### src/sv/edfs_pkg.sv
`timescale 1ns / 1ps
`default_nettype none
// ----------------------------------------------------------------------------
// EDF scheduler package
// Shared widths, opcodes, defaults and the scan status struct.
// ----------------------------------------------------------------------------
package edfs_pkg;

	localparam int TASK_IDX_W      = 3;
	localparam int TIME_W          = 32;
	localparam int CFG_W           = 4;
	localparam int DEF_MAX_TASKS   = 8;
	localparam int DEF_VALUE_WIDTH = 16;

	localparam logic OP_LOAD = 1'b0;
	localparam logic OP_TICK = 1'b1;

	typedef struct packed {
		logic busy;   // entries still in the evaluation stages
		logic found;  // at least one candidate with work left
	} edfs_stat_t;

endpackage
`default_nettype wire

### src/sv/edfs_eval.sv
`timescale 1ns / 1ps
`default_nettype none
// ----------------------------------------------------------------------------
// EDF entry evaluator
// Per-entry release update, absolute deadline and running minimum search,
// one task entry per cycle over three stages.
// ----------------------------------------------------------------------------
module edfs_eval #(
	parameter int IDX_W       = 3,
	parameter int VALUE_WIDTH = edfs_pkg::DEF_VALUE_WIDTH
) (
	input  wire logic                          clk,
	input  wire logic                          arst_n,
	input  wire logic                          clear,
	input  wire logic                          ent_valid,
	input  wire logic                          ent_loaded,
	input  wire logic [IDX_W-1:0]              ent_idx,
	input  wire logic [VALUE_WIDTH-1:0]        ent_cap,
	input  wire logic [VALUE_WIDTH-1:0]        ent_per,
	input  wire logic [VALUE_WIDTH-1:0]        ent_dl,
	input  wire logic [VALUE_WIDTH-1:0]        ent_rem,
	input  wire logic [edfs_pkg::TIME_W-1:0]   ent_nrel,
	input  wire logic [edfs_pkg::TIME_W-1:0]   now,
	output logic                               wb_en,
	output logic [IDX_W-1:0]                   wb_idx,
	output logic [VALUE_WIDTH-1:0]             wb_rem,
	output logic [edfs_pkg::TIME_W-1:0]        wb_nrel,
	output edfs_pkg::edfs_stat_t               stat,
	output logic [IDX_W-1:0]                   best_idx,
	output logic [VALUE_WIDTH-1:0]             best_rem,
	output logic [edfs_pkg::TIME_W-1:0]        best_nrel
);
	import edfs_pkg::*;

	localparam int VW = VALUE_WIDTH;

	logic              released;
	logic [TIME_W-1:0] base;

	logic              v_s2;
	logic [IDX_W-1:0]  idx_s2;
	logic [VW-1:0]     rem_s2, dl_s2, per_s2;
	logic [TIME_W-1:0] nrel_s2, base_s2;
	logic [TIME_W:0]   abs_dl;

	logic              v_s3;
	logic [IDX_W-1:0]  idx_s3;
	logic [VW-1:0]     rem_s3, per_s3;
	logic [TIME_W-1:0] nrel_s3;
	logic [TIME_W:0]   abs_s3;

	logic              found_q;
	logic [IDX_W-1:0]  best_idx_q;
	logic [VW-1:0]     best_rem_q, best_per_q;
	logic [TIME_W-1:0] best_nrel_q;
	logic [TIME_W:0]   best_dl_q;
	logic              better;

	// stage 1: release check; the release time of a fresh job is its old
	// next release, otherwise next release minus period (mod 2^32)
	always_comb begin
		released = (ent_nrel == now);
		wb_rem   = released ? ent_cap : ent_rem;
		wb_nrel  = released ? ent_nrel + TIME_W'(ent_per) : ent_nrel;
		base     = released ? ent_nrel : ent_nrel - TIME_W'(ent_per);
		wb_en    = ent_valid && ent_loaded;
		wb_idx   = ent_idx;
	end

	// stage 2: absolute deadline, one bit wider than time
	assign abs_dl = {1'b0, base_s2} + (TIME_W+1)'(dl_s2);

	// stage 3: strict compare keeps the lower index on a full tie
	assign better = !found_q || (abs_s3 < best_dl_q) ||
		((abs_s3 == best_dl_q) && (per_s3 < best_per_q));

	always_ff @(posedge clk or negedge arst_n) begin
		if (!arst_n) begin
			v_s2    <= 1'b0;
			v_s3    <= 1'b0;
			found_q <= 1'b0;
		end else begin
			v_s2 <= ent_valid;
			v_s3 <= v_s2;
			if (clear) begin
				found_q <= 1'b0;
			end else if (v_s3 && (rem_s3 != '0) && better) begin
				found_q <= 1'b1;
			end
		end
	end

	always_ff @(posedge clk) begin
		idx_s2  <= ent_idx;
		rem_s2  <= wb_rem;
		nrel_s2 <= wb_nrel;
		base_s2 <= base;
		dl_s2   <= ent_dl;
		per_s2  <= ent_per;

		idx_s3  <= idx_s2;
		rem_s3  <= rem_s2;
		nrel_s3 <= nrel_s2;
		abs_s3  <= abs_dl;
		per_s3  <= per_s2;

		if (v_s3 && (rem_s3 != '0) && better && !clear) begin
			best_idx_q  <= idx_s3;
			best_rem_q  <= rem_s3;
			best_nrel_q <= nrel_s3;
			best_dl_q   <= abs_s3;
			best_per_q  <= per_s3;
		end
	end

	assign stat.busy  = v_s2 || v_s3;
	assign stat.found = found_q;
	assign best_idx   = best_idx_q;
	assign best_rem   = best_rem_q;
	assign best_nrel  = best_nrel_q;

endmodule
`default_nettype wire

### src/sv/edf_periodic_task_scheduler.sv
`timescale 1ns / 1ps
`default_nettype none
// Load request: accepted in any idle cycle, no response.
// Tick request: one entry is read from the task memory per cycle and walks a
// three-stage evaluator. No new request until the tick ends.
// Reset clears control, time, job total and per-entry loaded bits; an entry
// never loaded reads as zero remaining work and zero next release.
// ----------------------------------------------------------------------------
// EDF periodic task scheduler
// Earliest-deadline-first pick of one task per tick over a table of periodic
// tasks, with release handling, job completion count and saturating time.
// ----------------------------------------------------------------------------
module edf_periodic_task_scheduler #(
	parameter int MAX_TASKS   = edfs_pkg::DEF_MAX_TASKS,
	parameter int VALUE_WIDTH = edfs_pkg::DEF_VALUE_WIDTH
) (
	input  wire logic                            clk,
	input  wire logic                            arst_n,
	// configuration: task_count
	input  wire logic                            cfg_valid,
	output logic                                 cfg_ready,
	input  wire logic [edfs_pkg::CFG_W-1:0]      cfg_data,
	// request channel
	input  wire logic                            in_valid,
	output logic                                 in_ready,
	input  wire logic                            opcode,
	input  wire logic [edfs_pkg::TASK_IDX_W-1:0] task_index,
	input  wire logic [VALUE_WIDTH-1:0]          capacity,
	input  wire logic [VALUE_WIDTH-1:0]          period,
	input  wire logic [VALUE_WIDTH-1:0]          relative_deadline,
	// response channel
	output logic                                 out_valid,
	input  wire logic                            out_ready,
	output logic [edfs_pkg::TIME_W-1:0]          tick_time,
	output logic                                 running_valid,
	output logic [edfs_pkg::TASK_IDX_W-1:0]      running_task,
	output logic                                 job_completed,
	output logic [edfs_pkg::TIME_W-1:0]          completed_jobs,
	output logic                                 time_overflow
);
	import edfs_pkg::*;

	localparam int VW     = VALUE_WIDTH;
	localparam int IDX_W  = (MAX_TASKS > 1) ? $clog2(MAX_TASKS) : 1;
	localparam int CNT_W  = $clog2(MAX_TASKS + 1);
	localparam int CFGM_W = 3 * VW;          // {capacity, period, deadline}
	localparam int DYNM_W = VW + TIME_W;     // {remaining, next release}

	typedef enum logic [1:0] {
		ST_IDLE,
		ST_SCAN,
		ST_FINAL
	} state_t;

	state_t state_q;

	logic [CFG_W-1:0]  task_count_q;
	logic [TIME_W-1:0] time_q;
	logic [TIME_W-1:0] total_q;
	logic [CNT_W-1:0]  n_q;
	logic [CNT_W-1:0]  rd_cnt_q;
	logic [CNT_W-1:0]  n_next;

	// Task storage: static parameters are written only by loads, the
	// dynamic pair by loads, the release pass and the final decrement.
	logic [CFGM_W-1:0] cfg_mem [MAX_TASKS];
	logic [DYNM_W-1:0] dyn_mem [MAX_TASKS];
	logic              loaded_q [MAX_TASKS];

	logic              rd_en;
	logic [IDX_W-1:0]  rd_addr;
	logic              rd_v_s1;
	logic [IDX_W-1:0]  rd_idx_s1;
	logic [CFGM_W-1:0] cfg_s1;
	logic [DYNM_W-1:0] dyn_s1;
	logic              loaded_s1;

	logic              in_acc;
	logic              load_wr;
	logic              tick_start;
	logic [IDX_W-1:0]  load_addr;

	logic              dyn_we;
	logic [IDX_W-1:0]  dyn_waddr;
	logic [DYNM_W-1:0] dyn_wdata;

	// evaluator interface
	logic              wb_en;
	logic [IDX_W-1:0]  wb_idx;
	logic [VW-1:0]     wb_rem;
	logic [TIME_W-1:0] wb_nrel;
	edfs_stat_t        stat;
	logic [IDX_W-1:0]  best_idx;
	logic [VW-1:0]     best_rem;
	logic [TIME_W-1:0] best_nrel;

	logic [VW-1:0]     ent_cap, ent_per, ent_dl, ent_rem;
	logic [TIME_W-1:0] ent_nrel;

	logic              out_free;
	logic              fin_go;
	logic              job_done;

	// ------------------------------------------------------------------
	// Handshakes
	// ------------------------------------------------------------------
	assign cfg_ready  = 1'b1;
	assign in_ready   = (state_q == ST_IDLE);
	assign in_acc     = in_valid && in_ready;
	assign load_addr  = IDX_W'(task_index);
	// indices past the table depth are dropped
	assign load_wr    = in_acc && (opcode == OP_LOAD) && (int'(task_index) < MAX_TASKS);
	assign tick_start = in_acc && (opcode == OP_TICK);

	// active entries, capped at the table depth
	assign n_next = (int'(task_count_q) > MAX_TASKS) ? CNT_W'(MAX_TASKS)
		: CNT_W'(task_count_q);

	// scan read issue: one entry per cycle
	assign rd_en   = (state_q == ST_SCAN) && (rd_cnt_q < n_q);
	assign rd_addr = rd_cnt_q[IDX_W-1:0];

	// final step waits for the response slot
	assign out_free = !out_valid || out_ready;
	assign fin_go   = (state_q == ST_FINAL) && out_free;
	assign job_done = stat.found && (best_rem == VW'(1));

	// ------------------------------------------------------------------
	// Dynamic-pair write port: load, release pass or final decrement;
	// the three never overlap since each belongs to its own state.
	// ------------------------------------------------------------------
	always_comb begin
		dyn_we    = 1'b0;
		dyn_waddr = load_addr;
		dyn_wdata = '0;
		if (load_wr) begin
			dyn_we = 1'b1;
		end else if (wb_en) begin
			dyn_we    = 1'b1;
			dyn_waddr = wb_idx;
			dyn_wdata = {wb_rem, wb_nrel};
		end else if (fin_go && stat.found) begin
			dyn_we    = 1'b1;
			dyn_waddr = best_idx;
			dyn_wdata = {best_rem - VW'(1), best_nrel};
		end
	end

	always_ff @(posedge clk) begin
		if (load_wr) begin
			cfg_mem[load_addr] <= {capacity, period, relative_deadline};
		end
		if (dyn_we) begin
			dyn_mem[dyn_waddr] <= dyn_wdata;
		end
		if (rd_en) begin
			cfg_s1    <= cfg_mem[rd_addr];
			dyn_s1    <= dyn_mem[rd_addr];
			loaded_s1 <= loaded_q[rd_addr];
			rd_idx_s1 <= rd_addr;
		end
	end

	// loaded bits stand in for the zero reset of the dynamic pair
	always_ff @(posedge clk or negedge arst_n) begin
		if (!arst_n) begin
			for (int i = 0; i < MAX_TASKS; i++) begin
				loaded_q[i] <= 1'b0;
			end
		end else if (load_wr) begin
			loaded_q[load_addr] <= 1'b1;
		end
	end

	always_ff @(posedge clk or negedge arst_n) begin
		if (!arst_n) begin
			rd_v_s1 <= 1'b0;
		end else begin
			rd_v_s1 <= rd_en;
		end
	end

	// unloaded entries behave as all zeros
	assign ent_cap  = loaded_s1 ? cfg_s1[3*VW-1:2*VW] : '0;
	assign ent_per  = loaded_s1 ? cfg_s1[2*VW-1:VW]   : '0;
	assign ent_dl   = loaded_s1 ? cfg_s1[VW-1:0]      : '0;
	assign ent_rem  = loaded_s1 ? dyn_s1[DYNM_W-1:TIME_W] : '0;
	assign ent_nrel = loaded_s1 ? dyn_s1[TIME_W-1:0]      : '0;

	edfs_eval #(
		.IDX_W       (IDX_W),
		.VALUE_WIDTH (VALUE_WIDTH)
	) u_eval (
		.clk        (clk),
		.arst_n     (arst_n),
		.clear      (tick_start),
		.ent_valid  (rd_v_s1),
		.ent_loaded (loaded_s1),
		.ent_idx    (rd_idx_s1),
		.ent_cap    (ent_cap),
		.ent_per    (ent_per),
		.ent_dl     (ent_dl),
		.ent_rem    (ent_rem),
		.ent_nrel   (ent_nrel),
		.now        (time_q),
		.wb_en      (wb_en),
		.wb_idx     (wb_idx),
		.wb_rem     (wb_rem),
		.wb_nrel    (wb_nrel),
		.stat       (stat),
		.best_idx   (best_idx),
		.best_rem   (best_rem),
		.best_nrel  (best_nrel)
	);

	// ------------------------------------------------------------------
	// Sequencer: state, counters, time, job total and response register
	// ------------------------------------------------------------------
	always_ff @(posedge clk or negedge arst_n) begin
		if (!arst_n) begin
			state_q        <= ST_IDLE;
			task_count_q   <= '0;
			time_q         <= '0;
			total_q        <= '0;
			n_q            <= '0;
			rd_cnt_q       <= '0;
			out_valid      <= 1'b0;
			tick_time      <= '0;
			running_valid  <= 1'b0;
			running_task   <= '0;
			job_completed  <= 1'b0;
			completed_jobs <= '0;
			time_overflow  <= 1'b0;
		end else begin
			if (cfg_valid && cfg_ready) begin
				task_count_q <= cfg_data;
			end
			// a new response loaded in the same cycle keeps valid high
			if (out_valid && out_ready && !fin_go) begin
				out_valid <= 1'b0;
			end

			unique case (state_q)
				ST_IDLE: begin
					if (tick_start) begin
						n_q      <= n_next;
						rd_cnt_q <= '0;
						state_q  <= ST_SCAN;
					end
				end
				ST_SCAN: begin
					if (rd_en) begin
						rd_cnt_q <= rd_cnt_q + CNT_W'(1);
					end else if (!rd_v_s1 && !stat.busy) begin
						state_q <= ST_FINAL;
					end
				end
				ST_FINAL: begin
					if (out_free) begin
						out_valid      <= 1'b1;
						tick_time      <= time_q;
						running_valid  <= stat.found;
						running_task   <= stat.found ? TASK_IDX_W'(best_idx) : '0;
						job_completed  <= job_done;
						time_overflow  <= (time_q == '1);
						if (job_done && (total_q != '1)) begin
							total_q        <= total_q + TIME_W'(1);
							completed_jobs <= total_q + TIME_W'(1);
						end else begin
							completed_jobs <= total_q;
						end
						// time holds once it reaches all ones
						if (time_q != '1) begin
							time_q <= time_q + TIME_W'(1);
						end
						state_q <= ST_IDLE;
					end
				end
				default: begin
					state_q <= ST_IDLE;
				end
			endcase
		end
	end

endmodule
`default_nettype wire
### config.mk
export PLATFORM = sky130hd
export DESIGN_NAME = edf_periodic_task_scheduler
export DESIGN_NICKNAME = d
export VERILOG_FILES = /design/src/sv/edfs_pkg.sv /design/src/sv/edfs_eval.sv /design/src/sv/edf_periodic_task_scheduler.sv
export SDC_FILE = /design/constraint.sdc
export NUM_CORES = 2
export LEC_CHECK = 0
export BUFFER_PORTS_ARGS = -buffer_cell sky130_fd_sc_hd__buf_4
export CORE_MARGIN = 2
export CORE_UTILIZATION = 60
export DETAILED_ROUTE_END_ITERATION = 10
export PLACE_DENSITY = 0.77
export SYNTH_ARGS = -nofsm -noshare
export SYNTH_HDL_FRONTEND = slang
export SYNTH_HIERARCHICAL = 1
export SYNTH_SLANG_ARGS = --single-unit
export TNS_END_PERCENT = 10
### constraint.sdc
create_clock -name clk -period 16.6 [get_ports clk]
set_clock_uncertainty 0.2 [all_clocks]
set_input_delay 0.83 -clock clk [delete_from_list [all_inputs] [get_ports clk]]
set_output_delay 0.83 -clock clk [all_outputs]
set_load 0.01 [all_outputs]
# ---- Yosys cells after proc, flatten, opt, wreduce, memory -nomap -nowiden
# Memories as Yosys holds them, arrays and structs flattened. A register that Yosys moved wholly into a read port is not among the register bits.
# Index checks and enable logic that the tools add are counted.
dict set report totals {
  regBits 448
  mem_bits_rw 768
  input_bits 61
  output_inout_bits 73
  word_cells 152
  mem_count 2
}
dict set report op_classes {
  n_addsub 7
  n_lt_le_gt_ge 7
  eq_ne 13
  n_mux 40
  bitwise_logic 4
  n_reduce_logical 37
}
# name depth word_bits read_ports rd_ports_with_merged_regs wr line
set memory_table {}
lappend memory_table {cfg_mem 8 48 1 1 1 edf_periodic_task_scheduler.sv:66} ;# logic [CFGM_W-1:0] cfg_mem [MAX_TASKS];
lappend memory_table {dyn_mem 8 48 1 1 1 edf_periodic_task_scheduler.sv:67} ;# logic [DYNM_W-1:0] dyn_mem [MAX_TASKS];
# cell count
set ops {}
lappend ops {{$mux W48} 3}
lappend ops {{$mux W32} 3}
lappend ops {{$add A32 B1 Y32 const B} 2}
lappend ops {{$mux W16} 4}
lappend ops {{$ne A32 B32 Y1 const B} 2}
lappend ops {{$add A32 B16 Y33} 1}
lappend ops {{$eq A33 B33 Y1} 1}
lappend ops {{$lt A33 B33 Y1} 1}
lappend ops {{$add A32 B16 Y32} 1}
lappend ops {{$eq A32 B32 Y1} 1}
lappend ops {{$eq A32 B32 Y1 const B} 1}
lappend ops {{$sub A32 B16 Y32} 1}
lappend ops {{$logic_and A1 B1 Y1} 17}
lappend ops {{$eq A16 B1 Y1 const B} 1}
lappend ops {{$lt A16 B16 Y1} 1}
lappend ops {{$reduce_bool A16 Y1} 1}
lappend ops {{$sub A16 B1 Y16 const B} 1}
lappend ops {{$mux W1} 15}
lappend ops {{$mux W3} 4}
lappend ops {{$mux W4} 3}
lappend ops {{$reduce_and A3 Y1} 3}
lappend ops {{$ge A4 B4 Y1 const B} 2}
lappend ops {{$mux W2} 4}
lappend ops {{$not A3 Y4} 2}
lappend ops {{other kinds (20)} 33}

# ---- Logic depth before layout (Yosys ltp)
dict set report depth {
  word_depth 9
  depth_mapped 16
  depth_no_buf 14
}

# ---- Hierarchy
# The synthesis kept the hierarchy.
# module n_inst cells_each area_each_um2 seq_area_each_um2
set modules_own_cells {}
lappend modules_own_cells {edf_periodic_task_scheduler 1 2024 39206.4 29218.0}
lappend modules_own_cells {edfs_eval 1 1116 12971.2 7382.1}

# ---- Least setup slack after synthesis
# OpenSTA, ideal clock, no wires.
dict set report synth_timing {
  path_type {register to register}
  startpoint {register u_eval.best_dl_q[18]}
  endpoint {register u_eval.best_dl_q[0], enable pin}
  setup_ns 0.618
  t_arrival_ns 7.058
  required_time_ns 15.782
  setup_slack_ns 8.724
  path_stages_with_launch 11
  n_path_buf 0
  period_less_slack_ns 7.876
  path_cell_list {edfxtp_1 inv_1 ha_1 a21o_1 a21o_1 a21oi_1 nor2_1 a211oi_1 nor2_1 a211o_1 a31oi_1}
}
dict set report synth_between {
  elab_chain_len 5
  elab_cells_between_ends 7
  cone_classes {order compare (1); eq/ne (1); reduce/logical (5)}
}
# item line
set synth_lines {}
lappend synth_lines {{start: declaration} edfs_eval.sv:56} ;# logic [TIME_W:0] best_dl_q;
lappend synth_lines {{start signal: assignment} edfs_eval.sv:111} ;# best_dl_q <= abs_s3;
lappend synth_lines {{$lt A33 B33 Y1 / $eq A33 B33 Y1 (equally long branches)} {edfs_eval.sv:74, edfs_eval.sv:75}}
lappend synth_lines {{$logic_or A1 B1 Y1 / $logic_and A1 B1 Y1 (equally long branches)} {edfs_eval.sv:74, edfs_eval.sv:75}}
lappend synth_lines {{$logic_or A1 B1 Y1 (*)} edfs_eval.sv:74} ;# assign better = !found_q || (abs_s3 < best_dl_q) ||
lappend synth_lines {{$logic_and A1 B1 Y1 (*) (2 in a row)} edfs_eval.sv:107} ;# if (v_s3 && (rem_s3 != '0) && better && !clear) begin
# Mark *: on every way between the ends. The rest lies on a longest branch, timed or not.
# A chain may end at the register's enable or synchronous reset.

# ---- Worst setup path in the final report
dict set report layout_timing {
  startpoint {register loaded_s1}
  endpoint {memory dyn_mem[7][21] (netlist name) (data pin)}
}
dict set report layout_between {
  elab_chain_len 5
  elab_cells_between_ends 8
  cone_classes {add/sub (1); eq/ne (1); mux (5); reduce/logical (1)}
}
# item line
set layout_lines {}
lappend layout_lines {{start: declaration} edf_periodic_task_scheduler.sv:76} ;# logic loaded_s1;
lappend layout_lines {{start signal: assignment} edf_periodic_task_scheduler.sv:159} ;# loaded_s1 <= loaded_q[rd_addr];
lappend layout_lines {{$mux W32 (*)} edf_periodic_task_scheduler.sv:188} ;# assign ent_nrel = loaded_s1 ? dyn_s1[TIME_W-1:0] : '0;
lappend layout_lines {{via ent_nrel[1]} edf_periodic_task_scheduler.sv:98} ;# logic [TIME_W-1:0] ent_nrel;
lappend layout_lines {{$add A32 B16 Y32 / $eq A32 B32 Y1 (equally long branches)} {edfs_eval.sv:64, edfs_eval.sv:62}}
lappend layout_lines {{$mux W32 (*)} edfs_eval.sv:64} ;# wb_nrel = released ? ent_nrel + TIME_W'(ent_per) : ent_nrel;
lappend layout_lines {{via wb_nrel[21]} edf_periodic_task_scheduler.sv:91} ;# logic [TIME_W-1:0] wb_nrel;
lappend layout_lines {{$mux W48 (*)} edf_periodic_task_scheduler.sv:138} ;# end else if (wb_en) begin
lappend layout_lines {{$mux W48 (*)} edf_periodic_task_scheduler.sv:136} ;# if (load_wr) begin
lappend layout_lines {{via dyn_wdata[21]} edf_periodic_task_scheduler.sv:85} ;# logic [DYNM_W-1:0] dyn_wdata;
lappend layout_lines {{end: declaration} edf_periodic_task_scheduler.sv:67}
# Mark *: on every way through the listed nets, which the timed path passes. The rest lies on a longest branch.

==> impl_metrics.yaml <==
timing:
  period_needed_ns: 5.72
  finalHoldViolCount: 0
  relSlewSlack: 0.107
  maxClockFrequency_mhz: 175
  min_period_over_period: 0.344
  drv_slew: 0
  setup_viol: 0
  tns_ns: 0
  rsz0062_at_grt: "no"
  tightest_slew_ns: 1.33
critical_path:
  path_class: "reg2reg"
  start_kind: "flip-flop"
  crit_slowest_cell: "edfxtp_1"
  crit_required_ns: 16.89
  crit_chain: "buf_4 -> and2_1 -> ha_1 -> nand2b_1 -> a221oi_2 -> nor2_2 -> o41ai_4 -> a21oi_2 -> a221oi_4 -> nand4_1 -> xnor2_1 -> nand2_1 -> a21oi_1"
  cp.arrival_ns: 6.00
  reg2reg_depth: 13
  critical_path_buf_inv_count: 1
  worstReg2RegStart: "loaded_s1"
  r2r_slack_ns: 10.88
  slowest_delay_ns: 0.83
  cpLargestDelayFamily: "compound AO/OA/AOI/OAI gates"
  end_kind: "flip-flop"
  r2r-end: "dyn_mem[7][21]"
  cp_max_fo: 69
synthesis:
  yosysMostFrequentCell: "edfxtp_1"
  syn-num-nets: 3308
  yosysUniqueCellTypes: 85
  syn_inst: 3140
  synth-async-reset-ratio: 0.0983
  yosysSeqAreaShare: 0.701
  netlist.area_leader.share: 0.557
  synth.area.top_cells: "edfxtp_1 56%, mux4_2 8.4%, dfxtp_1 8.2%, dfrtp_1 6.2%, mux2_2 3.4%"
  syn_area_um2: 52200
  ys.flop_type: "edfxtp_1"
  ys_ff_latch: 1312
  synth_area_leader_cell: "edfxtp_1"
  yosys-top-cells-count: "968 x edfxtp_1, 215 x dfxtp_1, 194 x mux4_2"
  synth_edf_count: 968
  yosysWarnings: 6
  synth.avg_cell_area_um2: 16.6
placement:
  dp_hpwl_um: 72100
  place.gp.congestion: 0.907
  port_buffers: 132
pwr:
  seq_power_share: 0.437
  power.share.combinational: 0.305
  power.switching_uw: 3740
  cellLeakagePower_uw: 0.0216
  power_density_nw_per_um2: 193
  swShare: 0.328
  internal_power_uw: 7640
  peakVddDrop_v: 0.000210
  clock_power_share: 0.258
hold_path:
  whs_path_depth: 1
  hp-start: "capacity[5]"
  min_path_type: "in2reg"
  min_to: "cfg_mem[4][37]"
floorplan:
  die_area_um2: 89300
  die_w_um: 299
  fp-row-count: 108
  core_region_area_um2: 86500
  start_util: 0.603
  io_pins: 134
  die_h_um: 299
cts:
  cts_sinks: 1312
  cts-root-buf: "clkbuf_16"
  cts.clk_slew.worst_paths_ns: 0.06
  cts_tree: "built"
  cts_made_buffers: 130
  clkLatencyLatePin_ns: 0.76
  cts_buffer_depth: 3
  htreeDepth: 4
run_status:
  status: "completed"
detailed_routing:
  firstDrtPassIters: 7
  drc: 0
  via_per_inst: 6.12
  drt-total-wl_um: 119000
  route.detailed.wl_per_inst_um: 25.9
  drt_iter0_markers: 2432
  ant_nets: 0
  route.vias.total: 28100
final_layout:
  fin_util: 0.681
  syn_to_final_growth_pct: 12.9
  nets: 3486
  drive_gt1_frac: 0.230
  fillers: 5617
grt:
  grt-ovfl-total: 0
  antenna_found_initial: 2
  grt_pass1_vias: 29200
  grt_pass1_wl_um: 180000
  grt_use_total: 0.271
  grt_max_degree: 135
run:
  max_cap_violations: 0
-- worst register-to-register path: stages, from the launching register on --
cell and delay (ns):
edfxtp_1 0.83, buf_4 0.78, and2_1 0.51, ha_1 0.32, nand2b_1 0.18, a221oi_2 0.32
nor2_2 0.11, o41ai_4 0.40, a21oi_2 0.16, a221oi_4 0.59, nand4_1 0.20, xnor2_1 0.31
nand2_1 0.09, a21oi_1 0.45
-- area by class of cell --
class	instances	area, µm²	share of cell area
repair buffers	176	1340	0.0227
well taps	1155	1450	0.0245
clock inverters	66	651	0.0110
flip-flops and latches	1312	36600	0.621
clock buffers	172	3700	0.0628
multi-input cells	1588	14800	0.250
diodes	2	5.00	0.0000849
inverters	110	415	0.00705
-- sequential cells by signal, summed over array words and instances (netlist names), 33 cells and up --
| signal | cells |
|---|---|
| dyn_s1 | 48 |
| u_eval/abs_s3 | 33 |
| u_eval/best_dl_q | 33 |
| cfg_s1 | 48 |
| dyn_mem | 384 |
| cfg_mem | 384 |
-- power groups by stage --
stage,Clock [µW],Combinational (µW),Sequential (µW)
4_1_cts,2990,3500,4970
6_report,2940,3470,4970
2_1_floorplan,0,2520,4830
3_5_place_dp,0,3460,5030
3_3_place_gp,0,3390,5000
5_1_grt,3110,3760,5030
-- metrics by stage --
| stage | cells | cell area [µm²] | setup slack (ns) | hold slack [ns] | total power (µW) |
|---|---|---|---|---|---|
| 5_1_grt | 4579 | 58900 | 10.53 | 0.0801 | 11900 |
| 3_5_place_dp | 4340 | 54600 | 10.92 | 0.112 | 8480 |
| 3_3_place_gp | 4340 | 54600 | 11.10 | 0.111 | 8390 |
| 2_1_floorplan | 3140 | 52200 | 8.72 | 0.110 | 7340 |
| 4_1_cts | 4579 | 58900 | 10.90 | 0.0538 | 11500 |
| 6_report | 4581 | 58900 | 10.88 | 0.102 | 11400 |
-- how the worst max path moves through the flow --
stage,start,endpoint,slack [ns],cells past startpoint
2_1_floorplan,u_eval/best_dl_q[18],u_eval/best_dl_q[0],8.72,10
3_3_place_gp,loaded_s1,dyn_mem[0][21],11.10,13
3_5_place_dp,loaded_s1,dyn_mem[0][23],10.92,13
4_1_cts,loaded_s1,dyn_mem[7][23],10.90,13
5_1_grt,loaded_s1,dyn_mem[2][17],10.53,13
6_report,loaded_s1,dyn_mem[7][21],10.88,13
-- cell families (layout without fill, tap and decap cells) --
group | count (synthesis) | after routing | share of synthesized area
DFF | 1312 | 1312 | 0.701
xor gates and xnor gates | 189 | 189 | 0.0317
adders and majority gates | 107 | 107 | 0.0261
other | 1 | 3 | 0.0000719
AOI/OAI and AO/OA | 280 | 280 | 0.0345
and+or+nand+nor | 655 | 655 | 0.0694
buffers and inverters | 240 | 524 | 0.0182
muxes | 356 | 356 | 0.119
-- metal layers --
metal	vias to the layer above	GRT usage	share of wire
met1	14400	0.371	0.41
met4	0	0.0952	0.030
met5	-	0	0
li1	12300	-	-
met3	197	0.0438	0.065
met2	1078	0.447	0.50
-- cell usage in the layout, fill, tap and decap left out, types with 11 or more instances in the layout --
cell type,Yosys,routed
edfxtp_1,968,968
dfxtp_1,215,215
mux4_2,194,194
buf_4,6,173
mux2_2,157,157
clkbuf_16,0,139
nand2_1,127,126
dfrtp_1,129,126
xnor2_1,114,114
inv_1,110,109
ha_1,104,104
and2_1,102,101
a21oi_1,101,101
nor2_1,82,79
xor2_1,75,75
nand4_1,63,63
o21ai_0,60,60
nand3_1,50,50
nand3b_1,37,37
and3_1,34,34
nor3_1,44,31
a21o_1,31,31
nor4_1,25,24
clkinv_2,0,24
clkbuf_1,89,23
nand2b_1,21,21
clkinv_1,0,17
nor2b_1,14,14
nor3_2,0,13
or2_2,12,12
or3_1,11,11
-- repair_timing --
action,CTS,global route
endpoints found under the hold margin,54,0
hold buffers,1,0
buffers inserted,0,0
resized for setup,0,0
(Power assumes the default switching activity.)
